==> src/design/cat_pkg.sv <==
// ----------------------------------------------------------------------------
// cat_pkg - shared types and constants of the connection anchor tracker
// Configuration layout, register indexes, action codes and the transaction
// structs passed between the tracker modules.
// ----------------------------------------------------------------------------
package cat_pkg;

    // field widths
    localparam int unsigned TimeW     = 32;
    localparam int unsigned CountW    = 16;
    localparam int unsigned IntervalW = 26;
    localparam int unsigned SupW      = 29;
    localparam int unsigned EpsW      = 10;
    localparam int unsigned WarmW     = 17;
    localparam int unsigned IfsW      = 17;
    localparam int unsigned WindowW   = 20;
    localparam int unsigned PktCntW   = 2;

    // apb register map
    localparam int unsigned AddrW     = 5;
    localparam int unsigned IdxW      = 3;
    localparam int unsigned DataW     = 32;

    localparam logic [IdxW-1:0] REG_EVT_PERIOD  = 3'd0;
    localparam logic [IdxW-1:0] REG_SUP_TIMEOUT = 3'd1;
    localparam logic [IdxW-1:0] REG_ANCHOR_TOL  = 3'd2;
    localparam logic [IdxW-1:0] REG_RX_WARMUP   = 3'd3;
    localparam logic [IdxW-1:0] REG_GAP_WAIT    = 3'd4;
    localparam logic [IdxW-1:0] REG_OPEN_WINDOW = 3'd5;

    // register reset values
    localparam logic [IntervalW-1:0] RST_EVT_PERIOD  = '0;
    localparam logic [SupW-1:0]      RST_SUP_TIMEOUT = '0;
    localparam logic [EpsW-1:0]      RST_ANCHOR_TOL  = 10'd30;
    localparam logic [WarmW-1:0]     RST_RX_WARMUP   = 17'd3000;
    localparam logic [IfsW-1:0]      RST_GAP_WAIT    = 17'd3000;
    localparam logic [WindowW-1:0]   RST_OPEN_WINDOW = 20'd24200;

    // packets seen in one event
    localparam logic [PktCntW-1:0] PKT_NONE = 2'd0;
    localparam logic [PktCntW-1:0] PKT_ONE  = 2'd1;
    localparam logic [PktCntW-1:0] PKT_TWO  = 2'd2;

    // input mode codes
    localparam logic MODE_PACKET = 1'b0;
    localparam logic MODE_TIMER  = 1'b1;

    typedef enum logic [1:0] {
        ACT_ARM_IFS    = 2'd0,
        ACT_OPEN_HOP   = 2'd1,
        ACT_NEXT_EVENT = 2'd2,
        ACT_LINK_DROP  = 2'd3
    } t_action;

    typedef struct packed {
        logic [IntervalW-1:0] evt_period;
        logic [SupW-1:0]      loss_limit;
        logic [EpsW-1:0]      anchor_tol;
        logic [WarmW-1:0]     rx_warmup;
        logic [IfsW-1:0]      gap_wait;
        logic [WindowW-1:0]   open_window;
    } t_cfg;

    typedef struct packed {
        logic             mode;
        logic [TimeW-1:0] packet_time;
        logic [TimeW-1:0] now;
        logic             cancel_request;
    } t_in_item;

    typedef struct packed {
        t_action           action;
        logic [TimeW-1:0]  match_time;
        logic [CountW-1:0] event_counter;
        logic              anchor_locked;
    } t_result;

endpackage

==> src/design/cat_in_if.sv <==
// ----------------------------------------------------------------------------
// cat_in_if - event input channel
// Valid/ready channel carrying one packet-end or timer-match event.
// ----------------------------------------------------------------------------
interface cat_in_if;
    logic        valid;
    logic        ready;
    logic        mode;
    logic [31:0] packet_time;
    logic [31:0] now;
    logic        cancel_request;

    modport source (output valid, output mode, output packet_time, output now,
                    output cancel_request, input ready);
    modport sink   (input valid, input mode, input packet_time, input now,
                    input cancel_request, output ready);
endinterface

==> src/design/cat_out_if.sv <==
// ----------------------------------------------------------------------------
// cat_out_if - result output channel
// Valid/ready channel carrying one timing result per event.
// ----------------------------------------------------------------------------
interface cat_out_if;
    logic        valid;
    logic        ready;
    logic [1:0]  action;
    logic [31:0] match_time;
    logic [15:0] event_counter;
    logic        anchor_locked;

    modport source (output valid, output action, output match_time,
                    output event_counter, output anchor_locked, input ready);
    modport sink   (input valid, input action, input match_time,
                    input event_counter, input anchor_locked, output ready);
endinterface

==> src/design/cat_cfg.sv <==
// ----------------------------------------------------------------------------
// cat_cfg - configuration register file
// APB slave holding the six timing registers, zero wait states.
// ----------------------------------------------------------------------------
module cat_cfg (
    input  logic                 i_clk,
    input  logic                 i_rst_n,
    input  logic                 psel,
    input  logic                 penable,
    input  logic                 pwrite,
    input  logic [4:0]           paddr,
    input  logic [31:0]          pwdata,
    output logic [31:0]          prdata,
    output logic                 pready,
    output cat_pkg::t_cfg        o_cfg
);
    import cat_pkg::*;

    t_cfg              r_cfg;
    logic              wr_en;
    logic [IdxW-1:0]   reg_idx;

    assign pready  = 1'b1;
    assign wr_en   = psel & penable & pwrite;
    assign reg_idx = paddr[AddrW-1:2];
    assign o_cfg   = r_cfg;

    // register write
    always_ff @(posedge i_clk) begin
        if (!i_rst_n) begin
            r_cfg.evt_period  <= RST_EVT_PERIOD;
            r_cfg.loss_limit  <= RST_SUP_TIMEOUT;
            r_cfg.anchor_tol  <= RST_ANCHOR_TOL;
            r_cfg.rx_warmup   <= RST_RX_WARMUP;
            r_cfg.gap_wait    <= RST_GAP_WAIT;
            r_cfg.open_window <= RST_OPEN_WINDOW;
        end else if (wr_en) begin
            unique case (reg_idx)
                REG_EVT_PERIOD:  r_cfg.evt_period  <= pwdata[IntervalW-1:0];
                REG_SUP_TIMEOUT: r_cfg.loss_limit  <= pwdata[SupW-1:0];
                REG_ANCHOR_TOL:  r_cfg.anchor_tol  <= pwdata[EpsW-1:0];
                REG_RX_WARMUP:   r_cfg.rx_warmup   <= pwdata[WarmW-1:0];
                REG_GAP_WAIT:    r_cfg.gap_wait    <= pwdata[IfsW-1:0];
                REG_OPEN_WINDOW: r_cfg.open_window <= pwdata[WindowW-1:0];
                default: ;
            endcase
        end
    end

    // register read
    always_comb begin
        prdata = '0;
        unique case (reg_idx)
            REG_EVT_PERIOD:  prdata = {{(DataW-IntervalW){1'b0}}, r_cfg.evt_period};
            REG_SUP_TIMEOUT: prdata = {{(DataW-SupW){1'b0}}, r_cfg.loss_limit};
            REG_ANCHOR_TOL:  prdata = {{(DataW-EpsW){1'b0}}, r_cfg.anchor_tol};
            REG_RX_WARMUP:   prdata = {{(DataW-WarmW){1'b0}}, r_cfg.rx_warmup};
            REG_GAP_WAIT:    prdata = {{(DataW-IfsW){1'b0}}, r_cfg.gap_wait};
            REG_OPEN_WINDOW: prdata = {{(DataW-WindowW){1'b0}}, r_cfg.open_window};
            default:         prdata = '0;
        endcase
    end

endmodule

==> src/design/cat_core.sv <==
// ----------------------------------------------------------------------------
// cat_core - connection event state and update logic
// Holds the link timing state and computes the result for the event sitting
// in the input register; state moves on when that event advances.
// ----------------------------------------------------------------------------
module cat_core (
    input  logic                 i_clk,
    input  logic                 i_rst_n,
    input  logic                 i_advance,
    input  cat_pkg::t_in_item    i_item,
    input  cat_pkg::t_cfg        i_cfg,
    output cat_pkg::t_result     o_result
);
    import cat_pkg::*;

    // link state
    logic [TimeW-1:0]   r_last_anchor,  n_last_anchor;
    logic               r_anchor_known, n_anchor_known;
    logic [TimeW-1:0]   r_last_pkt,     n_last_pkt;
    logic [CountW-1:0]  r_event_count,  n_event_count;
    logic [PktCntW-1:0] r_pkts,         n_pkts;
    logic [TimeW-1:0]   r_event_anchor, n_event_anchor;
    logic               r_event_open,   n_event_open;

    logic               is_packet;
    logic [PktCntW-1:0] pkts_inc;
    logic               do_close;
    logic [PktCntW-1:0] close_pkts;
    logic [TimeW-1:0]   ci_ext;
    logic [TimeW-1:0]   est;
    logic [TimeW-1:0]   dev;
    logic [EpsW:0]      twice_eps;
    logic               in_window;
    logic               accept;
    logic               take_event;
    logic [TimeW-1:0]   close_anchor;
    logic [TimeW-1:0]   close_last_pkt;
    logic [TimeW-1:0]   gap;
    logic               drop;
    logic [TimeW-1:0]   sched_from_event;
    logic [TimeW-1:0]   sched_from_est;
    logic [CountW-1:0]  count_inc;

    // event classification
    assign is_packet  = (i_item.mode == MODE_PACKET);
    assign pkts_inc   = r_pkts + PKT_ONE;
    assign do_close   = is_packet ? (pkts_inc >= PKT_TWO) : r_event_open;
    assign close_pkts = is_packet ? PKT_TWO : r_pkts;

    // anchor estimate and deviation window
    assign ci_ext    = {{(TimeW-IntervalW){1'b0}}, i_cfg.evt_period};
    assign est       = r_last_anchor + ci_ext;
    assign dev       = est - r_event_anchor
                     + {{(TimeW-EpsW){1'b0}}, i_cfg.anchor_tol};
    assign twice_eps = {i_cfg.anchor_tol, 1'b0};
    assign in_window = dev < {{(TimeW-EpsW-1){1'b0}}, twice_eps};
    assign accept    = (close_pkts == PKT_TWO)
                     | ((close_pkts == PKT_ONE) & r_anchor_known & in_window);

    // anchor taken from the event unless it is estimated
    assign take_event     = accept | ~r_anchor_known;
    assign close_anchor   = take_event ? r_event_anchor : est;
    assign close_last_pkt = ((~accept & ~r_anchor_known) | (close_pkts != PKT_NONE))
                          ? i_item.now : r_last_pkt;

    // supervision check
    assign gap  = i_item.now - close_last_pkt;
    assign drop = (gap > {{(TimeW-SupW){1'b0}}, i_cfg.loss_limit})
                | i_item.cancel_request;

    // next match for a scheduled event, both anchor choices in parallel
    assign sched_from_event = r_event_anchor + ci_ext
                            - {{(TimeW-WarmW){1'b0}}, i_cfg.rx_warmup};
    assign sched_from_est   = est + ci_ext
                            - {{(TimeW-WarmW){1'b0}}, i_cfg.rx_warmup};
    assign count_inc        = r_event_count + 1'b1;

    // next state and result
    always_comb begin
        n_last_anchor  = r_last_anchor;
        n_anchor_known = r_anchor_known;
        n_last_pkt     = r_last_pkt;
        n_event_count  = r_event_count;
        n_pkts         = r_pkts;
        n_event_anchor = r_event_anchor;
        n_event_open   = r_event_open;

        o_result.action        = ACT_ARM_IFS;
        o_result.match_time    = '0;
        o_result.event_counter = r_event_count;
        o_result.anchor_locked = r_anchor_known;

        if (do_close) begin
            n_pkts       = PKT_NONE;
            n_event_open = 1'b0;
            if (drop) begin
                n_last_anchor  = '0;
                n_anchor_known = 1'b0;
                n_last_pkt     = '0;
                n_event_count  = '0;
                o_result.action        = ACT_LINK_DROP;
                o_result.match_time    = '0;
                o_result.event_counter = '0;
                o_result.anchor_locked = 1'b0;
            end else begin
                n_last_anchor  = close_anchor;
                n_anchor_known = accept | r_anchor_known;
                n_last_pkt     = close_last_pkt;
                n_event_count  = count_inc;
                o_result.action        = ACT_NEXT_EVENT;
                o_result.match_time    = take_event ? sched_from_event : sched_from_est;
                o_result.event_counter = count_inc;
                o_result.anchor_locked = accept | r_anchor_known;
            end
        end else if (is_packet) begin
            // first packet of the event
            n_pkts         = pkts_inc;
            n_event_anchor = i_item.packet_time;
            o_result.action     = ACT_ARM_IFS;
            o_result.match_time = i_item.now + {{(TimeW-IfsW){1'b0}}, i_cfg.gap_wait};
        end else begin
            // timer match opens the event
            n_event_open = 1'b1;
            o_result.action     = ACT_OPEN_HOP;
            o_result.match_time = i_item.now
                                + {{(TimeW-WindowW){1'b0}}, i_cfg.open_window};
        end
    end

    // state registers
    always_ff @(posedge i_clk) begin
        if (!i_rst_n) begin
            r_last_anchor  <= '0;
            r_anchor_known <= 1'b0;
            r_last_pkt     <= '0;
            r_event_count  <= '0;
            r_pkts         <= PKT_NONE;
            r_event_anchor <= '0;
            r_event_open   <= 1'b0;
        end else if (i_advance) begin
            r_last_anchor  <= n_last_anchor;
            r_anchor_known <= n_anchor_known;
            r_last_pkt     <= n_last_pkt;
            r_event_count  <= n_event_count;
            r_pkts         <= n_pkts;
            r_event_anchor <= n_event_anchor;
            r_event_open   <= n_event_open;
        end
    end

endmodule

==> src/design/connection_anchor_tracker_top.sv <==
// ----------------------------------------------------------------------------
// connection_anchor_tracker_top - connection event timing tracker
// Follows the anchor points of a low-energy link from packet-end and
// timer-match events and returns the next timer match for each one.
// ----------------------------------------------------------------------------
// Usage:
//   i_in_chan carries one event per transaction: a packet end (mode 0, with
//   the packet start time) or a timer match (mode 1), plus the current time.
//   o_out_chan returns exactly one result transaction per event: the action,
//   the next timer match time, the event counter and the anchor lock flag.
//   The APB port holds the six timing registers; write them while idle.
//   The event lands in the input register, the update logic runs on it and
//   the result lands in the output register, updating the link state at
//   the same edge. Throughput is one event per cycle while the receiver
//   does not stall; each event uses the state the previous one left.
//   When the receiver stalls, the result holds and one more event may wait
//   in the input register; i_in_chan.ready drops only when both are full.
//   Reset clears the link state and restores the register defaults.
// ----------------------------------------------------------------------------
module connection_anchor_tracker_top (
    input  logic        i_clk,
    input  logic        i_rst_n,
    cat_in_if.sink      i_in_chan,
    cat_out_if.source   o_out_chan,
    input  logic        psel,
    input  logic        penable,
    input  logic        pwrite,
    input  logic [4:0]  paddr,
    input  logic [31:0] pwdata,
    output logic [31:0] prdata,
    output logic        pready
);
    import cat_pkg::*;

    t_cfg     cfg;
    t_in_item r_in_item;
    logic     r_in_valid;
    t_result  result;
    t_result  r_out;
    logic     r_out_valid;
    logic     advance;
    logic     in_take;

    cat_cfg u_cfg (
        .i_clk   (i_clk),
        .i_rst_n (i_rst_n),
        .psel    (psel),
        .penable (penable),
        .pwrite  (pwrite),
        .paddr   (paddr),
        .pwdata  (pwdata),
        .prdata  (prdata),
        .pready  (pready),
        .o_cfg   (cfg)
    );

    cat_core u_core (
        .i_clk     (i_clk),
        .i_rst_n   (i_rst_n),
        .i_advance (advance),
        .i_item    (r_in_item),
        .i_cfg     (cfg),
        .o_result  (result)
    );

    // handshake
    assign advance         = r_in_valid & (~r_out_valid | o_out_chan.ready);
    assign i_in_chan.ready = ~r_in_valid | advance;
    assign in_take         = i_in_chan.valid & i_in_chan.ready;

    // input register
    always_ff @(posedge i_clk) begin
        if (!i_rst_n) begin
            r_in_valid <= 1'b0;
        end else if (in_take) begin
            r_in_valid <= 1'b1;
        end else if (advance) begin
            r_in_valid <= 1'b0;
        end
    end

    always_ff @(posedge i_clk) begin
        if (in_take) begin
            r_in_item.mode           <= i_in_chan.mode;
            r_in_item.packet_time    <= i_in_chan.packet_time;
            r_in_item.now            <= i_in_chan.now;
            r_in_item.cancel_request <= i_in_chan.cancel_request;
        end
    end

    // result register
    always_ff @(posedge i_clk) begin
        if (!i_rst_n) begin
            r_out_valid <= 1'b0;
        end else if (advance) begin
            r_out_valid <= 1'b1;
        end else if (o_out_chan.ready) begin
            r_out_valid <= 1'b0;
        end
    end

    always_ff @(posedge i_clk) begin
        if (advance) begin
            r_out <= result;
        end
    end

    assign o_out_chan.valid         = r_out_valid;
    assign o_out_chan.action        = r_out.action;
    assign o_out_chan.match_time    = r_out.match_time;
    assign o_out_chan.event_counter = r_out.event_counter;
    assign o_out_chan.anchor_locked = r_out.anchor_locked;

    // checks
    a_ready_only_when_full: assert property (@(posedge i_clk) disable iff (!i_rst_n)
        !i_in_chan.ready |-> (r_in_valid && r_out_valid && !o_out_chan.ready))
        else $error("input stalled while pipeline has room");

    a_advance_gives_result: assert property (@(posedge i_clk) disable iff (!i_rst_n)
        advance |=> r_out_valid)
        else $error("advanced event produced no result");

    a_drop_clears_link: assert property (@(posedge i_clk) disable iff (!i_rst_n)
        (r_out_valid && r_out.action == ACT_LINK_DROP) |->
        (r_out.match_time == '0 && r_out.event_counter == '0 && !r_out.anchor_locked))
        else $error("dropped link result carries stale timing");

endmodule
==> src/flat_wrapper.sv <==
// flat-port wrapper written by rule: the top's interface ports become plain ports
module connection_anchor_tracker_top_flat import cat_pkg::*;
  (i_clk, i_rst_n, psel, penable, pwrite, paddr, pwdata, prdata, pready, i_in_chan_valid, i_in_chan_mode, i_in_chan_packet_time, i_in_chan_now, i_in_chan_cancel_request, i_in_chan_ready, o_out_chan_valid, o_out_chan_action, o_out_chan_match_time, o_out_chan_event_counter, o_out_chan_anchor_locked, o_out_chan_ready);
  cat_in_if i_in_chan_i ();
  cat_out_if o_out_chan_i ();
  input  logic i_clk;
  input  logic i_rst_n;
  input  logic psel;
  input  logic penable;
  input  logic pwrite;
  input  logic [4:0] paddr;
  input  logic [31:0] pwdata;
  output logic [31:0] prdata;
  output logic pready;
  input wire logic [$bits(i_in_chan_i.valid)-1:0] i_in_chan_valid;
  input wire logic [$bits(i_in_chan_i.mode)-1:0] i_in_chan_mode;
  input wire logic [$bits(i_in_chan_i.packet_time)-1:0] i_in_chan_packet_time;
  input wire logic [$bits(i_in_chan_i.now)-1:0] i_in_chan_now;
  input wire logic [$bits(i_in_chan_i.cancel_request)-1:0] i_in_chan_cancel_request;
  output wire logic [$bits(i_in_chan_i.ready)-1:0] i_in_chan_ready;
  output wire logic [$bits(o_out_chan_i.valid)-1:0] o_out_chan_valid;
  output wire logic [$bits(o_out_chan_i.action)-1:0] o_out_chan_action;
  output wire logic [$bits(o_out_chan_i.match_time)-1:0] o_out_chan_match_time;
  output wire logic [$bits(o_out_chan_i.event_counter)-1:0] o_out_chan_event_counter;
  output wire logic [$bits(o_out_chan_i.anchor_locked)-1:0] o_out_chan_anchor_locked;
  input wire logic [$bits(o_out_chan_i.ready)-1:0] o_out_chan_ready;
  assign i_in_chan_i.valid = i_in_chan_valid;
  assign i_in_chan_i.mode = i_in_chan_mode;
  assign i_in_chan_i.packet_time = i_in_chan_packet_time;
  assign i_in_chan_i.now = i_in_chan_now;
  assign i_in_chan_i.cancel_request = i_in_chan_cancel_request;
  assign i_in_chan_ready = i_in_chan_i.ready;
  assign o_out_chan_valid = o_out_chan_i.valid;
  assign o_out_chan_action = o_out_chan_i.action;
  assign o_out_chan_match_time = o_out_chan_i.match_time;
  assign o_out_chan_event_counter = o_out_chan_i.event_counter;
  assign o_out_chan_anchor_locked = o_out_chan_i.anchor_locked;
  assign o_out_chan_i.ready = o_out_chan_ready;
  connection_anchor_tracker_top u_core (.i_clk(i_clk), .i_rst_n(i_rst_n), .i_in_chan(i_in_chan_i), .o_out_chan(o_out_chan_i), .psel(psel), .penable(penable), .pwrite(pwrite), .paddr(paddr), .pwdata(pwdata), .prdata(prdata), .pready(pready));
endmodule
==> config.mk <==
export PLATFORM = sky130hd
export DESIGN_NAME = connection_anchor_tracker_top_flat
export DESIGN_NICKNAME = d
export VERILOG_FILES = /design/src/design/cat_pkg.sv /design/src/design/cat_in_if.sv /design/src/design/cat_out_if.sv /design/src/design/cat_cfg.sv /design/src/design/cat_core.sv /design/src/design/connection_anchor_tracker_top.sv /design/src/flat_wrapper.sv
export SDC_FILE = /design/constraint.sdc
export NUM_CORES = 1
export LEC_CHECK = 0
export ABC_AREA = 1
export BUFFER_PORTS_ARGS = -buffer_cell sky130_fd_sc_hd__buf_2
export CORE_AREA = 5 5 214 216
export DETAILED_ROUTE_END_ITERATION = 7
export DIE_AREA = 0 0 219 221
export PLACE_DENSITY = 0.92
export SLEW_MARGIN = 20
export SYNTH_ARGS = -nofsm -noshare
export SYNTH_HDL_FRONTEND = slang
export SYNTH_SLANG_ARGS = --single-unit
==> constraint.sdc <==
create_clock -name i_clk -period 6.64 [get_ports i_clk]
set_input_delay 1.328 -clock i_clk [delete_from_list [all_inputs] [get_ports i_clk]]
set_output_delay 1.328 -clock i_clk [all_outputs]
set_load 0.03 [all_outputs]
; ---- After elaboration in Yosys (flattened, before gate mapping)
; Cells that the tools add are included.
[totals]
input_bits = 110
output_inout_bits = 86
register_bits = 354
wordCells = 103
[classes]
order_cmp = 3
muxes = 22
add_sub_neg = 12
n_bitwise = 20
n_reduce_logical = 15
n_eq_ne = 8
[op_table]
columns = cell, count
row1 = $pmux W29 S6, 1
row2 = $mux W32, 5
row3 = $add A32 B26 Y32, 3
row4 = $sub A32 B17 Y32, 2
row5 = $sub A32 B32 Y32, 2
row6 = $mux W50, 1
row7 = $mux W34, 1
row8 = $mux W33, 1
row9 = $add A32 B10 Y32, 1
row10 = $add A32 B17 Y32, 1
row11 = $add A32 B20 Y32, 1
row12 = $gt A32 B29 Y1, 1
row13 = $lt A32 B11 Y1, 1
row14 = $reduce_and A2 Y1, 9
row15 = $mux W17, 1
row16 = $add A16 B1 Y16 const B, 1
row17 = $mux W16, 1
row18 = $mux W1, 8
row19 = $reduce_bool A2 Y1, 4
row20 = $and A1 B1 Y1, 7
row21 = $or A1 B1 Y1, 7
row22 = $eq A3 B2 Y1 const B, 2
row23 = $eq A3 B3 Y1 const B, 2
row24 = $mux W2, 3
row25 = other kinds (9), 14

; ---- Logic depth before layout (Yosys ltp)
; Gate-level depths: netlist of run 1.
[logic_depth]
depth_word = 15
mapped_depth = 35
ltp_nobuf = 34

; ---- By module
; Synthesis of run 1 repeated with hierarchy kept, for this count alone.
[unflattened]
cells_unflattened = 4077
area_unflattened_um2 = 28357.2
[modules_own_cells]
columns = module, cells_each, n_inst, area_each_um2
row1 = cat_core, 3012, 1, 18652.9
row2 = cat_cfg, 935, 1, 6095.8
row3 = connection_anchor_tracker_top, 130, 1, 3608.5

; ---- Worst setup path after synthesis of run 1
; OpenSTA, ideal clock, no wires.
[synth_path]
path_kind = reg-to-reg
startpoint = reg u_core.u_core.r_last_anchor[0]
endpoint = reg u_core.r_out, in the netlist u_core.o_out_chan.match_time[22] (data pin)
n_path_buf = 1
slack_ns = 1.688
stages_incl_launch_ff = 31
synth_period_minus_slack_ns = 4.952
arrival_time_ns = 4.696
cell_sequence = dfxtp_1 ha_1 inv_1 fa_1 o21ai_0 a21oi_1 o21ai_0 xor2_1 fa_1 ha_1 nand2_1 inv_1 nand2_1 nand2_1 inv_1 nand3_1 xor2_1 ha_1 nor4_1 nand2_1 nor2_1 nand3_1 nor2_1 nand4_1 nor2_1 nand4_1 nand2_2 buf_2 nand2_1 nand3_1 nand2_1
[synth_lines]
columns = element, line_no
row1 = from (decl), cat_core.sv:17  ; logic [TimeW-1:0] r_last_anchor, n_last_anchor;
row2 = from (signal assigned), cat_core.sv:141  ; r_last_anchor <= n_last_anchor;
row3 = to (signal assigned), connection_anchor_tracker_top.sv:104  ; r_out <= result;
row4 = to (decl), connection_anchor_tracker_top.sv:39  ; t_result r_out;

==> results by group, run 1 <==
Outcome
  • Status: completed

Clock tree
  • CTS Sinks: 354
  • Clk_lat worst skew: 0.59 ns
  • CTS tree: done
  • Root buf cell: clkbuf_16
  • # H-tree levels: 2
  • CTS buffer count: 41
  • Clock transition at path regs: 0.06 ns
  • Clock Tree Buf Depth: 3

Floorplan
  • Initial Utilization: 61.0%
  • Die Height: 221 microns
  • Die area: 48400 sq um
  • Core footprint: 43700 sq um
  • Die W: 219 microns
  • Cell Rows: 77
  • I/O pin total: 196

Critical path
  • Critical path class: reg -> reg
  • Critical Path Start Type: flop
  • Critical path arrival: 6.71 ns
  • Req. time, crit path: 6.95 ns
  • Worst-path fanout max: 20
  • CP max-delay cell: fa_1
  • Most used cell, CP: nand2_1
  • Max incr delay on CP: 0.48 ns
  • Buf/Inv on CP: 4
  • Reg2Reg Setup Slack: 0.24 ns
  • Top delay family on crit path: simple AND/OR/NAND/NOR gates
  • Launch point of the worst path: u_core.u_cfg.o_cfg[94]$_SDFFE_PN0P_
  • RR Startpoint: u_core.u_cfg.o_cfg[94]$_SDFFE_PN0P_
  • Worst setup EP type: flop

Synth
  • Syn avg cell area: 7.21 sq um
  • #FFs+latches synth: 354
  • Register area share after synthesis: 30.9%
  • Prevailing post-synth register cell: dfxtp_1
  • Cell taking the most area after synthesis: dfxtp_1
  • Cells after Synth: 3700
  • Synth top area cells: dfxtp_1, edfxtp_1, ha_1, nand2_1, inv_1
  • Async S/R FF share, synth: 0%
  • Unique masters post-synth: 53
  • Ys Warns: 0
  • Post-synth top area share: 17.8%
  • Syn Std Cell Area: 26700 sq um
  • EDFF count, synth: 117

Detailed routing
  • Iter 0 DRT Violations: 3082
  • Wire length per cell: 18.3 microns
  • Post-DRT Antenna Nets: 0
  • Final WL: 82.2 mm
  • Via count: 26300
  • Via density: 5.86
  • First-pass DRT Iterations: 8
  • DRC viols: 0

Global route
  • Antenna violations before repair: 7
  • Overall routing resource usage: 32.7%
  • Pin count of the biggest net entering global routing: 97
  • Vias in the first global route: 24500
  • First-pass GRT wire length: 128 mm
  • GR Overflow Total: 0

Hold path
  • Min-delay src: u_core.u_core.r_last_anchor[13]$_SDFFE_PN0P_
  • Worst Hold Class: reg -> reg

Power
  • Peak supply drop: 0.230 mV
  • Pwr dens: 210 nW/um^2
  • Pleak: 14.1 nW

STA
  • Tcrit/Tclk final: 96.4%
  • Max-slew headroom: 29.1%
  • Fin Hold WS: 0.462 ns
  • Min Clock Period, post-route: 6.40 ns
  • Setup violators final: 0
  • Post-Route Skew: 0.0264 ns
  • Fmax: 0.156 GHz
  • Hold Fails Final Rpt: 0
  • Worst-margin pin slew: 1.06 ns
  • Max Slew Vio Count: 0

Cells and area
  • Layout area overhead: 10.9%
  • Fill cells: 3727
  • Final core occ: 67.7%
  • Share of cells above drive strength 1: 8.16%
  • Total Nets Final: 4260

Placed design
  • Dpl hpwl: 63.5 mm
  • Placer Congestion: 0.979
  • Port bufs: 186

Job
  • Max Cap Violations: 0
synthesized netlist by cell type, types with 3 or more instances:
cell type / instances
a22oi_1: 8
ha_1: 249
edfxtp_1: 117
buf_2: 12
nand2_1: 765
o21a_1: 16
o221a_2: 3
nor3_1: 28
buf_4: 11
a21oi_1: 347
o2111ai_1: 4
and2_1: 3
inv_1: 562
dfxtp_1: 237
fa_1: 47
o21bai_1: 19
o21ai_1: 11
o21ai_0: 316
a221oi_1: 15
or2_2: 11
o211ai_1: 21
nand3b_1: 5
xnor2_1: 53
inv_2: 3
nand3_1: 242
nor4_1: 12
nand4_1: 35
clkbuf_1: 80
nor2_1: 247
o221ai_1: 14
a31oi_1: 15
buf_1: 4
a21boi_0: 8
o22ai_1: 50
buf_6: 4
a21o_1: 23
xor2_1: 82
metal layers:
layer	wire length, microns	vias to the layer above	track usage [%]
li1	-	12700	-
met1	33100	11800	42.9
met2	37100	1455	52.7
met3	7510	281	5.08
met4	4520	0	15.8
met5	0	-	0
logic make-up (layout without fill, tap and decap cells):
kind of cell	after synthesis	in the layout	share of synthesized area, %
buffers and inverters	677	862	9.85
and+or+nand+nor	1359	1359	21.3
AOI/OAI and AO/OA	877	877	18.3
adders and majority gates	296	296	15.2
other	2	11	0.0281
DFF	354	354	30.9
xor gates and xnor gates	135	135	4.43
cells in the final DEF (no fill, tap or decap), types with 35 or more instances in the layout:
| cell type | Yosys | routed |
|---|---|---|
| a21oi_1 | 347 | 347 |
| buf_2 | 12 | 185 |
| clkbuf_16 | 0 | 44 |
| dfxtp_1 | 237 | 237 |
| edfxtp_1 | 117 | 117 |
| fa_1 | 47 | 47 |
| ha_1 | 249 | 249 |
| inv_1 | 562 | 559 |
| nand2_1 | 765 | 765 |
| nand3_1 | 242 | 242 |
| nand4_1 | 35 | 35 |
| nor2_1 | 247 | 245 |
| o21ai_0 | 316 | 315 |
| o22ai_1 | 50 | 50 |
| xnor2_1 | 53 | 53 |
| xor2_1 | 82 | 82 |
area by class of cell:
cell class,count,area (sq um),share of cell area (%)
multi-input cells,2671,15900,53.6
flip-flops and latches,354,8260,27.9
inverters,566,2120,7.18
clock buffers,65,1250,4.22
repair buffers,220,1230,4.17
well taps,592,741,2.50
clock inverters,11,114,0.385
diodes,7,17.5,0.0592
worst reg2reg max path: cells and delay by family (launching register included):
kind | cells | cell delay, ns
and+or+nand+nor | 16 | 2.17
AOI/OAI and AO/OA | 3 | 0.82
xor gates and xnor gates | 2 | 0.56
adders and majority gates | 4 | 1.62
buffers and inverters | 4 | 0.54
DFF | 1 | 0.42
power by group:
| part | leakage, nW | switching, mW | internal, mW |
|---|---|---|---|
| Sequential | 3.04 | 0.0402 | 2.31 |
| Combinational | 10.4 | 1.03 | 0.530 |
| Clock | 0.665 | 0.974 | 1.34 |
worst paths after layout:
path,end,depth (start not counted)
max,u_core.o_out_chan.match_time[30]$_DFFE_PP_,29
min,u_core.u_core.r_last_anchor[13]$_SDFFE_PN0P_,2
max reg2reg,u_core.o_out_chan.match_time[30]$_DFFE_PP_,29
min reg2reg,u_core.u_core.r_last_anchor[13]$_SDFFE_PN0P_,2
metrics by stage:
| stage | std cells | TNS, ns | setup WS (ns) | instance area, sq um | power (mW) |
|---|---|---|---|---|---|
| global route | 4481 | -0.0731 | -0.0207 | 29600 | 6.52 |
| finish | 4486 | 0 | 0.238 | 29600 | 6.23 |
| detailed placement | 4399 | -21.37 | -0.485 | 28100 | 3.90 |
| CTS | 4475 | 0 | 0.126 | 29500 | 6.20 |
| floorplan | 3702 | 0 | 1.69 | 26700 | 3.49 |
| global placement | 4399 | -18.51 | -0.443 | 28100 | 3.87 |
flip-flops by register name, indices dropped and copies added (netlist names):
| register | cells |
|---|---|
| u_core.o_out_chan.action | 2 |
| u_core.o_out_chan.event_counter | 16 |
| u_core.u_core.r_event_anchor | 32 |
| u_core.u_core.r_anchor_known | 1 |
| u_core.r_in_item | 66 |
| u_core.u_core.r_event_count | 16 |
| u_core.u_core.r_pkts | 2 |
| u_core.u_core.r_event_open | 1 |
| u_core.o_out_chan.valid | 1 |
| u_core.u_core.r_last_pkt | 32 |
| u_core.o_out_chan.match_time | 32 |
| u_core.o_out_chan.anchor_locked | 1 |
| u_core.u_cfg.o_cfg | 119 |
| u_core.u_core.r_last_anchor | 32 |
| u_core.r_in_valid | 1 |
repair_timing:
action / 4_1_cts / 5_1_grt
gates resized for setup: 3 / 4
endpoints found under the setup margin: 64 / 79
setup buffers: 0 / 4
pin swaps: 0 / 2
hold buffers: 0 / 0
(Power assumes the default switching activity.)
==> run 2, diff against run 1 <==
--- a/config.mk
+++ b/config.mk
@@ -7,10 +7,11 @@
 export LEC_CHECK = 0
 export ABC_AREA = 1
 export BUFFER_PORTS_ARGS = -buffer_cell sky130_fd_sc_hd__buf_2
+export CAP_MARGIN = 0
 export CORE_AREA = 5 5 214 216
 export DETAILED_ROUTE_END_ITERATION = 7
 export DIE_AREA = 0 0 219 221
-export PLACE_DENSITY = 0.92
+export PLACE_DENSITY = 0.81
 export SLEW_MARGIN = 20
 export SYNTH_ARGS = -nofsm -noshare
 export SYNTH_HDL_FRONTEND = slang
==> results by group, run 2 (synthesis results as in run 1) <==
Detailed routing
  • Via density: 5.74
  • Iter 0 DRT Violations: 2884
  • Post-DRT Antenna Nets: 0
  • Via count: 25700
  • DRC viols: 0
  • First-pass DRT Iterations: 6
  • Final WL: 80.0 mm
  • Wire length per cell: 17.9 microns

Cells and area
  • Total Nets Final: 4256
  • Fill cells: 3875
  • Layout area overhead: 10.6%
  • Share of cells above drive strength 1: 7.99%
  • Most frequent cells in the layout: nand2_1, inv_1, a21oi_1
  • Fin area: 29500 sq um
  • Max reg flops: 119
  • Most common cell after layout, fill and taps aside: nand2_1

Critical path
  • RR Startpoint: u_core.u_core.r_anchor_known$_SDFFE_PN0P_
  • Most used cell, CP: nand2_1
  • CP max-delay cell: dfxtp_1
  • Critical path class: reg -> reg
  • Req. time, crit path: 7.02 ns
  • Critical path arrival: 6.62 ns
  • Worst setup EP type: flop
  • Worst-path fanout max: 44
  • Critical Path Start Type: flop
  • Max incr delay on CP: 0.40 ns
  • Buf/Inv on CP: 8
  • Top delay family on crit path: simple AND/OR/NAND/NOR gates
  • Launch point of the worst path: u_core.u_core.r_anchor_known$_SDFFE_PN0P_

Global route
  • GR Overflow Total: 0
  • Vias in the first global route: 23300
  • Overall routing resource usage: 31.9%
  • Antenna violations before repair: 8
  • First-pass GRT wire length: 125 mm
  • Pin count of the biggest net entering global routing: 93

Floorplan
  • Cell Rows: 77
  • Core footprint: 43700 sq um
  • Initial Utilization: 61.0%
  • I/O pin total: 196
  • Die Height: 221 microns
  • Die W: 219 microns
  • Die area: 48400 sq um

Clock tree
  • CTS buffer count: 41
  • CTS tree: done
  • Clock transition at path regs: 0.06 ns
  • # H-tree levels: 2
  • Clock Tree Buf Depth: 3
  • CTS Sinks: 354
  • Clk_lat worst skew: 0.59 ns
  • Root buf cell: clkbuf_16
  • # hold bufs at CTS: 0

STA
  • Worst-margin pin slew: 1.06 ns
  • Min Clock Period, post-route: 6.24 ns
  • Fin Hold WS: 0.460 ns
  • Setup violators final: 0
  • Max Slew Vio Count: 0
  • RSZ-0062 raised after global routing: no
  • Fmax: 0.160 GHz
  • Hold Fails Final Rpt: 0
  • Max-slew headroom: 29.3%
  • Tcrit/Tclk final: 94.0%
  • Post-Route Skew: 0.0265 ns
  • Setup_tns: 0 ns
  • Worst setup margin: 0.400 ns

Power
  • Pleak: 14.1 nW
  • Pwr dens: 208 nW/um^2
  • Peak supply drop: 0.213 mV
  • Power, Total: 6.15 mW

Placed design
  • Dpl hpwl: 61.9 mm
  • Port bufs: 186
  • Placement Setup Slack: -0.371 ns
  • Placed inst area: 28100 sq um
  • Placer Congestion: 0.998

Hold path
  • Worst Hold Class: reg -> reg
  • Min-delay src: u_core.u_core.r_last_anchor[16]$_SDFFE_PN0P_

Outcome
  • Status: completed

Job
  • Max Cap Violations: 0
[run 2: cell count changes in the layout (fill, tap and decap cells not counted), sizes merged]
cell,delta
inv,-1
bufinv,+1
buf,-4
clkinv,+3
clkbuf,-4
diode,-1
[run 2: final timing paths]
kind,end,slack [ns],cells past startpoint
worst max register to register,u_core.o_out_chan.event_counter[5]$_DFFE_PP_,0.40,33
worst max-delay path,u_core.o_out_chan.event_counter[5]$_DFFE_PP_,0.40,33
worst min register to register,u_core.u_core.r_last_anchor[16]$_SDFFE_PN0P_,0.46,2
worst min-delay path,u_core.u_core.r_last_anchor[16]$_SDFFE_PN0P_,0.46,2
[run 2: per-layer routing]
metal	global-route usage, %	vias up	wire, microns
met2	50.8	1157	36100
met3	5.99	205	7000
li1	-	12700	-
met1	43.3	11700	33500
met5	0	-	59
met4	12.0	8	3350
[run 2: repair_timing]
action,4_1_cts,5_1_grt
pin swaps,0,2
endpoints found under the setup margin,64,98
gates resized for setup,2,4
endpoints found under the hold margin,0,0
setup buffers,0,3
[run 2: through the flow]
| step | util (%) | instances |
|---|---|---|
| final | 67.5 | 4480 |
| after global routing | 67.4 | 4477 |
| after CTS | 67.4 | 4471 |
| after detailed placement | 64.3 | 4396 |
| after global placement | 64.3 | 4396 |
| after floorplan | - | 3702 |
[run 2: worst reg2reg max path: cells and delay by family, from the launching register on]
kind            cells  cell delay [ns]
fa+ha+maj           3             0.93
flops               1             0.40
simple gates       14             2.14
buf+inv             8             1.11
xor+xnor            1             0.21
compound gates      7             1.25
[run 2: final cells by class]
cell class	instances	area, sq um	area share (%)
Multi-Input combinational cell	2671	15900	53.7
Sequential cell	354	8260	28.0
Clock buffer	61	1170	3.98
Clock inverter	14	151	0.513
Antenna cell	6	15.0	0.0509
Timing Repair Buffer	216	1190	4.02
Inverter	566	2120	7.20
Tap cell	592	741	2.51
[run 2: report_power, final]
part / switching [mW] / internal (mW) / leakage (nW)
sequential: 0.0399 / 2.31 / 3.04
combinational: 1.01 / 0.527 / 10.4
clock: 0.948 / 1.31 / 0.644
total: 2.00 / 4.15 / 14.1
